**config.mk**
```make
export PLATFORM = sky130hd
export DESIGN_NAME = terminal_key_to_scancode_core
export DESIGN_NICKNAME = d
export VERILOG_FILES = /design/src/sv/tkts_pkg.sv /design/src/sv/tkts_decode.sv /design/src/sv/terminal_key_to_scancode_core.sv
export SDC_FILE = /design/constraint.sdc
export NUM_CORES = 1
export LEC_CHECK = 0
export ABC_AREA = 1
export ABC_CLOCK_PERIOD_IN_PS = 3700
export BUFFER_PORTS_ARGS = -buffer_cell sky130_fd_sc_hd__buf_2
export CAP_MARGIN = 20
export CORE_MARGIN = 4
export CORE_UTILIZATION = 30
export DETAILED_ROUTE_END_ITERATION = 10
export GPL_ROUTABILITY_DRIVEN = 0
export SLEW_MARGIN = 20
export SYNTH_ARGS = -nofsm -noshare
export SYNTH_HDL_FRONTEND = slang
export SYNTH_SLANG_ARGS = --single-unit
export TNS_END_PERCENT = 5
```
**constraint.sdc**
```tcl
create_clock -name clk -period 3.7 [get_ports clk]
set_input_delay 0.185 -clock clk [delete_from_list [all_inputs] [get_ports clk]]
set_output_delay 0.185 -clock clk [all_outputs]
set_load 0.02 [all_outputs]
```
**src/sv/tkts_pkg.sv**
```systemverilog
`default_nettype none
package tkts_pkg;

  localparam logic [7:0] KEY_ESC     = 8'h1b;
  localparam logic [7:0] KEY_PREFIX  = 8'he0;
  localparam logic [7:0] KEY_NUL     = 8'h00;
  localparam logic [7:0] KEY_BRACKET = 8'h5b;
  localparam logic [7:0] KEY_O       = 8'h4f;
  localparam logic [7:0] KEY_P       = 8'h50;
  localparam logic [7:0] KEY_TILDE   = 8'h7e;
  localparam logic [7:0] KEY_A       = 8'h41;
  localparam logic [7:0] KEY_D       = 8'h44;
  localparam logic [7:0] KEY_0       = 8'h30;
  localparam logic [7:0] KEY_9       = 8'h39;

  localparam logic [6:0] PARAM_MAX = 7'd100;

  localparam logic [7:0] FKEY_BASE_LO  = 8'h3b;
  localparam logic [7:0] FKEY_BASE_MID = 8'h40;
  localparam logic [7:0] FKEY_BASE_HI  = 8'h85;

  localparam logic [7:0] SCAN_UP    = 8'h48;
  localparam logic [7:0] SCAN_DOWN  = 8'h50;
  localparam logic [7:0] SCAN_RIGHT = 8'h4d;
  localparam logic [7:0] SCAN_LEFT  = 8'h4b;

  typedef enum logic [2:0] {
    PH_IDLE    = 3'd0,
    PH_ESC     = 3'd1,
    PH_BRACKET = 3'd2,
    PH_ESC_O   = 3'd3,
    PH_DIGITS  = 3'd4
  } phase_t;

  typedef struct packed {
    phase_t     phase;
    logic [6:0] param;
    logic       prefix_pending;
  } dec_state_t;

  typedef struct packed {
    logic       emit;
    logic [7:0] scan;
    logic [6:0] ascii;
  } dec_result_t;

  localparam logic [7:0] SCAN_ROM [128] = '{
    8'h00, 8'h1e, 8'h30, 8'h2e, 8'h20, 8'h12, 8'h21, 8'h22,
    8'h0e, 8'h0f, 8'h1c, 8'h25, 8'h26, 8'h1c, 8'h31, 8'h18,
    8'h19, 8'h10, 8'h13, 8'h1f, 8'h14, 8'h16, 8'h2f, 8'h11,
    8'h2d, 8'h15, 8'h2c, 8'h01, 8'h2b, 8'h1b, 8'h07, 8'h0c,
    8'h39, 8'h02, 8'h28, 8'h04, 8'h05, 8'h06, 8'h08, 8'h28,
    8'h0a, 8'h0b, 8'h09, 8'h0d, 8'h33, 8'h0c, 8'h34, 8'h35,
    8'h0b, 8'h02, 8'h03, 8'h04, 8'h05, 8'h06, 8'h07, 8'h08,
    8'h09, 8'h0a, 8'h27, 8'h27, 8'h33, 8'h0d, 8'h34, 8'h35,
    8'h03, 8'h1e, 8'h30, 8'h2e, 8'h20, 8'h12, 8'h21, 8'h22,
    8'h23, 8'h17, 8'h24, 8'h25, 8'h26, 8'h32, 8'h31, 8'h18,
    8'h19, 8'h10, 8'h13, 8'h1f, 8'h14, 8'h16, 8'h2f, 8'h11,
    8'h2d, 8'h15, 8'h2c, 8'h1a, 8'h2b, 8'h1b, 8'h07, 8'h0c,
    8'h29, 8'h1e, 8'h30, 8'h2e, 8'h20, 8'h12, 8'h21, 8'h22,
    8'h23, 8'h17, 8'h24, 8'h25, 8'h26, 8'h32, 8'h31, 8'h18,
    8'h19, 8'h10, 8'h13, 8'h1f, 8'h14, 8'h16, 8'h2f, 8'h11,
    8'h2d, 8'h15, 8'h2c, 8'h1a, 8'h2b, 8'h1b, 8'h29, 8'h0e
  };

endpackage
`default_nettype wire

```
**src/sv/tkts_decode.sv**
```systemverilog
`default_nettype none
module tkts_decode (
  input  wire logic                 prefix_mode,
  input  wire logic [7:0]           key_byte,
  input  wire tkts_pkg::dec_state_t state,
  output tkts_pkg::dec_state_t      state_next,
  output tkts_pkg::dec_result_t     result
);

  logic       is_digit;
  logic [6:0] digit;
  logic [7:0] plain_scan;
  logic [10:0] acc;
  logic [6:0] acc_sat;
  logic [7:0] fkey_scan;
  logic       fkey_hit;
  logic [7:0] arrow_scan;
  logic       handled;

  assign is_digit   = (key_byte >= tkts_pkg::KEY_0) && (key_byte <= tkts_pkg::KEY_9);
  assign digit      = {3'd0, key_byte[3:0]};
  assign plain_scan = key_byte[7] ? 8'd0 : tkts_pkg::SCAN_ROM[key_byte[6:0]];

  // param * 10 + digit, param stays at or below 100
  assign acc     = {1'b0, state.param, 3'd0} + {3'd0, state.param, 1'b0} + {4'd0, digit};
  assign acc_sat = (acc > {4'd0, tkts_pkg::PARAM_MAX}) ? tkts_pkg::PARAM_MAX : acc[6:0];

  always_comb begin
    fkey_hit  = 1'b1;
    fkey_scan = 8'd0;
    if (state.param >= 7'd11 && state.param <= 7'd15) begin
      fkey_scan = tkts_pkg::FKEY_BASE_LO + {1'b0, state.param - 7'd11};
    end else if (state.param >= 7'd17 && state.param <= 7'd21) begin
      fkey_scan = tkts_pkg::FKEY_BASE_MID + {1'b0, state.param - 7'd17};
    end else if (state.param >= 7'd23 && state.param <= 7'd24) begin
      fkey_scan = tkts_pkg::FKEY_BASE_HI + {1'b0, state.param - 7'd23};
    end else begin
      fkey_hit = 1'b0;
    end
  end

  // letters A..D carry low bits 1, 2, 3, 0
  always_comb begin
    case (key_byte[1:0])
      2'd1:    arrow_scan = tkts_pkg::SCAN_UP;
      2'd2:    arrow_scan = tkts_pkg::SCAN_DOWN;
      2'd3:    arrow_scan = tkts_pkg::SCAN_RIGHT;
      default: arrow_scan = tkts_pkg::SCAN_LEFT;
    endcase
  end

  always_comb begin
    state_next   = state;
    result.emit  = 1'b0;
    result.scan  = plain_scan;
    result.ascii = key_byte[6:0];
    handled      = 1'b0;

    if (prefix_mode) begin
      if (state.prefix_pending) begin
        state_next.prefix_pending = 1'b0;
        result.emit  = (key_byte != tkts_pkg::KEY_NUL);
        result.scan  = key_byte;
        result.ascii = 7'd0;
      end else if (key_byte == tkts_pkg::KEY_PREFIX || key_byte == tkts_pkg::KEY_NUL) begin
        state_next.prefix_pending = 1'b1;
      end else begin
        result.emit = (plain_scan != 8'd0);
      end
    end else begin
      case (state.phase)
        tkts_pkg::PH_ESC: begin
          if (key_byte == tkts_pkg::KEY_BRACKET) begin
            state_next.phase = tkts_pkg::PH_BRACKET;
            handled = 1'b1;
          end else if (key_byte == tkts_pkg::KEY_O) begin
            state_next.phase = tkts_pkg::PH_ESC_O;
            handled = 1'b1;
          end
        end
        tkts_pkg::PH_BRACKET: begin
          if (key_byte >= tkts_pkg::KEY_A && key_byte <= tkts_pkg::KEY_D) begin
            state_next.phase = tkts_pkg::PH_IDLE;
            result.emit  = 1'b1;
            result.scan  = arrow_scan;
            result.ascii = 7'd0;
            handled = 1'b1;
          end else if (is_digit) begin
            state_next.phase = tkts_pkg::PH_DIGITS;
            state_next.param = digit;
            handled = 1'b1;
          end
        end
        tkts_pkg::PH_ESC_O: begin
          if (key_byte == tkts_pkg::KEY_P) begin
            state_next.phase = tkts_pkg::PH_IDLE;
            handled = 1'b1;
          end else if (is_digit) begin
            state_next.phase = tkts_pkg::PH_DIGITS;
            state_next.param = digit;
            handled = 1'b1;
          end
        end
        tkts_pkg::PH_DIGITS: begin
          if (is_digit) begin
            state_next.param = acc_sat;
            handled = 1'b1;
          end else if (key_byte == tkts_pkg::KEY_TILDE) begin
            state_next.phase = tkts_pkg::PH_IDLE;
            result.emit  = fkey_hit;
            result.scan  = fkey_scan;
            result.ascii = 7'd0;
            handled = 1'b1;
          end
        end
        default: begin
        end
      endcase

      // unmatched or idle: drop any prefix, decode this byte by itself
      if (!handled) begin
        if (key_byte == tkts_pkg::KEY_ESC) begin
          state_next.phase = tkts_pkg::PH_ESC;
          state_next.param = 7'd0;
        end else begin
          state_next.phase = tkts_pkg::PH_IDLE;
          result.emit = (plain_scan != 8'd0);
        end
      end
    end
  end

endmodule
`default_nettype wire

```
**src/sv/terminal_key_to_scancode_core.sv**
```systemverilog
// Translates a host keyboard byte stream into PC (scan code, ASCII) pairs. One byte
// is taken per clock; each request is registered in the stage register, decoded there
// by a one-step parser against the escape state, and its pair, if any, is written to
// the output register when the stage advances. The one-step parser update sets the rate
// of one byte per cycle, sustained while out_ready is high. Bytes that complete no key
// give no result. Writing prefix_mode (only while idle) clears the parser state.
`default_nettype none
module terminal_key_to_scancode_core (
  input  wire logic       clk,
  input  wire logic       rst,
  input  wire logic       cfg_write_en,
  input  wire logic       cfg_write_data,
  input  wire logic       in_valid,
  output logic            in_ready,
  input  wire logic [7:0] key_byte,
  output logic            out_valid,
  input  wire logic       out_ready,
  output logic [7:0]      scan_code,
  output logic [6:0]      ascii_code
);

  logic                  prefix_mode;
  logic                  stage_valid;
  logic [7:0]            stage_byte;
  tkts_pkg::dec_state_t  state;
  tkts_pkg::dec_state_t  state_next;
  tkts_pkg::dec_result_t result;
  logic                  advance;

  assign advance  = stage_valid && (!out_valid || out_ready);
  assign in_ready = !stage_valid || advance;

  tkts_decode u_decode (
    .prefix_mode (prefix_mode),
    .key_byte    (stage_byte),
    .state       (state),
    .state_next  (state_next),
    .result      (result)
  );

  always_ff @(posedge clk) begin
    if (rst) begin
      prefix_mode          <= 1'b0;
      stage_valid          <= 1'b0;
      out_valid            <= 1'b0;
      state.phase          <= tkts_pkg::PH_IDLE;
      state.param          <= 7'd0;
      state.prefix_pending <= 1'b0;
    end else begin
      if (in_valid && in_ready) begin
        stage_valid <= 1'b1;
      end else if (advance) begin
        stage_valid <= 1'b0;
      end

      if (advance) begin
        out_valid <= result.emit;
      end else if (out_ready) begin
        out_valid <= 1'b0;
      end

      if (cfg_write_en) begin
        prefix_mode          <= cfg_write_data;
        state.phase          <= tkts_pkg::PH_IDLE;
        state.param          <= 7'd0;
        state.prefix_pending <= 1'b0;
      end else if (advance) begin
        state <= state_next;
      end
    end
  end

  always_ff @(posedge clk) begin
    if (in_valid && in_ready) begin
      stage_byte <= key_byte;
    end
    if (advance && result.emit) begin
      scan_code  <= result.scan;
      ascii_code <= result.ascii;
    end
  end

endmodule
`default_nettype wire

```
# After elaboration in Yosys (flattened, before gate mapping)

Memories as Yosys holds them, arrays and structs flattened.
Cells that the tools add are included.

$add $sub $neg: 8
Magnitude comparators: 12
Eq/ne operators: 17
Multiplexer cells: 51
Bitwise gates (word level): 2
Reduce and logical (&&, ||, !) cells: 22

Operators with widths:

| operator              | number |
|---|---|
| $mux W16              | 4 |
| $mux W8               | 6 |
| $mux W7               | 5 |
| $eq A8 B7 Y1 const B  | 4 |
| $pmux W16 S2          | 1 |
| $mux W1               | 22 |
| $pmux W7 S3           | 1 |
| $mux W10              | 2 |
| $mux W3               | 6 |
| $reduce_bool A8 Y1    | 2 |
| $mux W15              | 1 |
| $pmux W5 S3           | 1 |
| $ge A7 B5 Y1 const B  | 2 |
| $le A7 B5 Y1 const B  | 2 |
| $sub A7 B5 Y7 const B | 2 |
| $pmux W3 S4           | 1 |
| $add A10 B8 Y11       | 1 |
| $add A11 B4 Y11       | 1 |
| $gt A11 B7 Y1 const B | 1 |
| $add A6 B7 Y8 const A | 1 |
| $add A7 B7 Y8 const A | 1 |
| $add A8 B7 Y8 const A | 1 |
| $eq A8 B5 Y1 const B  | 1 |
| $eq A8 B8 Y1 const B  | 1 |
| other kinds (28)      | 42 |

Register bits: 37
Memory bits (read-only): 1024
Input port bits: 14
Output and inout port bits: 17
Word-level logic and storage cells: 122
Memories kept: 1

Memory list:

| memory           | depth | width | rd ports | clocked after Yosys merged registers in | write ports | RTL line          | text |
|---|---|---|---|---|---|---|---|
| (name not given) | 128   | 8     | 1        | 0                                       | 0           | tkts_decode.sv:22 | `assign plain_scan = key_byte[7] ? 8'd0 : tkts_pkg::SCAN_ROM[key_byte[6:0]];` |

# Depth between registers and ports, before layout

Depth after elaboration: 12
Gate-level depth with buffers: 20
Depth with buffers taken out: 19

# Modules after synthesis

From an unflattened synthesis, not the netlist that was laid out.

Cells, all modules: 773
Area total of the unflattened synthesis: 4743.3 um2

By module, submodules not included:

| module                        | times used | cells an instance | area an instance (um2) | sequential area each (um2) |
|---|---|---|---|---|
| tkts_decode                   | 1          | 656               | 3402.0                 | 0.0 |
| terminal_key_to_scancode_core | 1          | 117               | 1341.3                 | 970.9 |

# Least setup slack after synthesis

Ideal clock, no wire load.

Path type: register -> register
From: register stage_byte[3]
To: register, netlist name state[1]
Library setup time: 72 ps
Data arrival time: 2762 ps
Required time: 3628 ps
Setup slack: 866 ps
Stages on the path, launching flop included: 17
Buffers on the path: 2
Period minus slack after synthesis: 2834 ps
Cell sequence: edfxtp_1 > inv_1 > buf_4 > buf_2 > fa_1 > inv_1 > fa_1 > nand3_1 > nand3_1 > o21a_1 > nor2_1 > nand2_1 > o21ai_0 > nand2_1 > nand2_1 > nand2_1 > a21oi_1

Longest elaborated chain between the ends: 7
Elaborated cells on any way between the ends: 30
Those cells by class: add/sub: 1; order compare: 5; eq/ne: 5; mux: 17; reduce/logical: 2

Ends and longest elaborated chain:

| item                                                 | RTL line                              | text |
|---|---|---|
| start, declared                                      | terminal_key_to_scancode_core.sv:24   | `logic [7:0] stage_byte;` |
| start signal, assigned                               | terminal_key_to_scancode_core.sv:75   | `stage_byte <= key_byte;` |
| $add A11 B4 Y11, or another cell as far along        | tkts_decode.sv:25                     | `assign acc = {1'b0, state.param, 3'd0} + {3'd0, state.param, 1'b0} + {4'd0, digit};` |
| $gt A11 B7 Y1 or $logic_and A1 B1 Y1 (tied branches) | tkts_decode.sv:26, tkts_decode.sv:20  |  |
| $mux W7, or another cell as far along                | tkts_decode.sv:26                     | `assign acc_sat = (acc > {4'd0, tkts_pkg::PARAM_MAX}) ? tkts_pkg::PARAM_MAX : acc[6:0];` |
| $mux W7, or another cell as far along                | tkts_decode.sv:105                    | `if (is_digit) begin` |
| $pmux W7 S3 or $pmux W1 S4 (tied branches)           | tkts_decode.sv:71                     | `case (state.phase)` |
| $mux W7 or $mux W1 (tied branches)                   | tkts_decode.sv:122, tkts_decode.sv:59 |  |
| $mux W10 *                                           | tkts_decode.sv:121                    | `if (!handled) begin` |

Mark *: on every way between the ends. The rest lies on a longest branch, timed or not. The select of a mux whose other input is x is not followed.
A chain may end at the register's enable or synchronous reset.

# Final worst setup path

From: register, netlist name state[3]
To: register, netlist name state[1]

Longest elaborated chain between the ends: 8

Ends and longest elaborated chain:

| item              | RTL line           | text |
|---|---|---|
| $add A10 B8 Y11 * | tkts_decode.sv:25  |  |
| $add A11 B4 Y11 * | tkts_decode.sv:25  |  |
| $gt A11 B7 Y1 *   | tkts_decode.sv:26  |  |
| $mux W7 *         | tkts_decode.sv:26  |  |
| $mux W7 *         | tkts_decode.sv:105 |  |
| $pmux W7 S3 *     | tkts_decode.sv:71  |  |
| $mux W7           | tkts_decode.sv:122 | `if (key_byte == tkts_pkg::KEY_ESC) begin` |
| $mux W10 *        | tkts_decode.sv:121 |  |

Mark *: on every way between the ends. The rest lies on a longest branch, timed or not.

==> metrics.csv <==
metric;value;unit
slowest_delay;0.58;ns
syn-num-nets;741;
yosysTopAreaCell;nand2_1;
first_global_vias;4234;
ys_ff_latch;37;
synth_edf_count;23;
start_util;0.304;
setup_ws;0.511;ns
p_switching;378;µW
maxSlewHeadroom;0.533;
r2r-start;state[3];
wl_per_cell;14.3;µm
r2r_slack;0.51;ns
critPathMostFrequentCell;nand2_1;
swShare;0.321;
tightest_slew;0.698;ns
clock_skew;0.00550;ns
finalHoldViolations;0;
combPwrFrac;0.253;
multi_input_area;2810;µm²
cts_hold_buf;0;
max_freq;314;MHz
cp_max_fo;13;
via_per_inst;5.16;
dp_hpwl;10000;µm
worstSetupStartpoint;state[3];
final_cells;897;
totalWireLength;12900;µm
crit_path_end;state[1];
cts_setup_buffers;0;
fillers;1517;
clkLatencyLatePin;0.28;ns
fp.dieW;126;µm
hold_path.class;input pin to flop;
grt_pass1_wl;20900;µm
synthDistinctLibCells;38;
power_density;255;nW/µm²
dp_slack;0.558;ns
syn_area_per_cell;6.05;µm²
max-vdd-ir-drop;143;µV
cts_resized;0;
cp-end-kind;flop;
portBuffers;30;
design.die.area;16000;µm²
grt_util_all_layers;0.158;
final-seq-area;971;µm²
grt_max_degree;30;
drive_gt1_frac;0.0809;
drtPass1Iterations;5;
syn_area;4210;µm²
cp.arrival;3.39;ns
reg2reg_depth;14;
fin_crit_sh;0.862;
cp-start-kind;flop;
p_clk_frac;0.341;
slew_viol_final;0;
h-tree-depth;2;
global_route.overflow_total;0;
rsz0062_at_grt;no;
rr_endpoint;state[1];
postLayoutCoreUtil;0.335;
cts_tree;built;
crit_chain;inv_1 > fa_1 > inv_1 > fa_1 > nand3_1 > nand3_1 > o21a_1 > nor2_1 > nand2_1 > o21ai_0 > nand2_1 > nand2_1 > nand2_1 > a21oi_1;
path_buf_inv;2;
core_area;13800;µm²
cp.required;3.90;ns
area_growth_syn_to_layout;10.0;%
ys.flop_type;edfxtp_1;
dr.first_iter.drc_count;458;
p_int;802;µW
synth_top_cell_area_share;0.230;
cts_buffers;5;
cts-root-buf;clkbuf_16;
vias;4625;
yosys_warnings;0;
cts.path.max_buffers;2;
seq_area_frac_synth;0.231;
crit_family;adder cells;
path_class;flop to flop;
synth_area_leaders;nand2_1 23%, edfxtp_1 16%, nand3_1 9.5%;
p_leak;0.00238;µW
outcome;complete, no violations;
antenna_found_initial;0;
finalSetupViolCount;0;
num_rows;43;
drc;0;
pin_count;31;
power_frac_seq;0.406;
tns;0;ns
mostFrequentLayoutCells;258 x nand2_1, 80 x nand3_1, 66 x inv_1;
dp_cells;889;
max-cap-violations;0;
min_period;3.19;ns
nets;762;
mostFrequentLayoutCell;nand2_1;
antenna_left;0;
num_antenna_cells;0;
crit_slowest_cell;dfxtp_1;
async_reset_ff_frac;0;
clkTransAtPathRegs;0.05;ns
synthCells;695;
fp.dieH;126;µm
cts.sinks;37;
worst-path-stages;14;
## sequential cells by signal (all words and copies together) (netlist names)
| name | cells |
|---|---|
| out_valid | 1 |
| scan_code | 8 |
| prefix_mode | 1 |
| ascii_code | 7 |
| stage_valid | 1 |
| state | 11 |
| stage_byte | 8 |
## per-layer routing
metal / track usage / vias to the layer above / part of all wire / wire length (µm)
li1: - / 2320 / - / -
met1: 0.223 / 2048 / 0.45 / 5720
met2: 0.245 / 220 / 0.43 / 5530
met3: 0.0236 / 37 / 0.092 / 1190
met4: 0.0536 / 0 / 0.032 / 417
met5: 0 / - / 0 / 0
## cells in the mapped netlist (3+ instances only)
library cell	instances
edfxtp_1	23
nand4_1	9
nor3_1	7
inv_1	66
nand3_1	80
a21oi_1	35
nand3b_1	3
buf_2	12
ha_1	30
a31oi_1	3
xnor2_1	3
o22ai_1	5
dfxtp_1	14
nand2_1	258
inv_2	4
o211ai_1	4
xor2_1	6
o21ai_0	33
nor2_4	4
nor2_1	56
o21ai_1	6
buf_4	8
## through the flow
step | hold slack [ns] | area, µm² | total power [µW]
after floorplan | 0.254 | 4210 | 697
after global placement | 0.364 | 4490 | 782
after detailed placement | 0.363 | 4490 | 780
after CTS | 0.0743 | 4630 | 1180
after global routing | 0.0717 | 4630 | 1240
final | 0.0790 | 4630 | 1180
## cells by family (layout without fill, tap and decap cells)
logic type                 Yosys count  in the layout  share of synthesized area
and+or+nand+nor                    425            425                      0.427
adders and majority gates           32             32                     0.0988
AOI/OAI and AO/OA                   95             95                      0.124
buffers and inverters               97            119                      0.101
DFF                                 37             37                      0.231
xor gates and xnor gates             9              9                     0.0187
## power groups by stage
stage	clock (µW)	sequential (µW)	combinational [µW]
after global placement	0	487	294
after global routing	423	482	332
final	403	479	298
after floorplan	0	501	196
after CTS	411	479	293
after detailed placement	0	488	292
## worst min path at each step
stage / from / to / slack, ns / cells after the start
floorplan: rst / stage_valid / 0.25 / 1
global placement: key_byte[1] / stage_byte[1] / 0.36 / 1
detailed placement: key_byte[1] / stage_byte[1] / 0.36 / 1
CTS: key_byte[1] / stage_byte[1] / 0.07 / 1
global route: key_byte[1] / stage_byte[1] / 0.07 / 1
finish: key_byte[1] / stage_byte[1] / 0.08 / 1
## cell type report
type                            count  share of cell area
Multi-Input combinational cell    561               0.607
Clock inverter                      1            0.000811
Timing Repair Buffer               38              0.0454
Tap cell                          180              0.0487
Clock buffer                        7              0.0287
Inverter                           73              0.0595
Sequential cell                    37               0.210
Power figures use the tool's default switching activity.
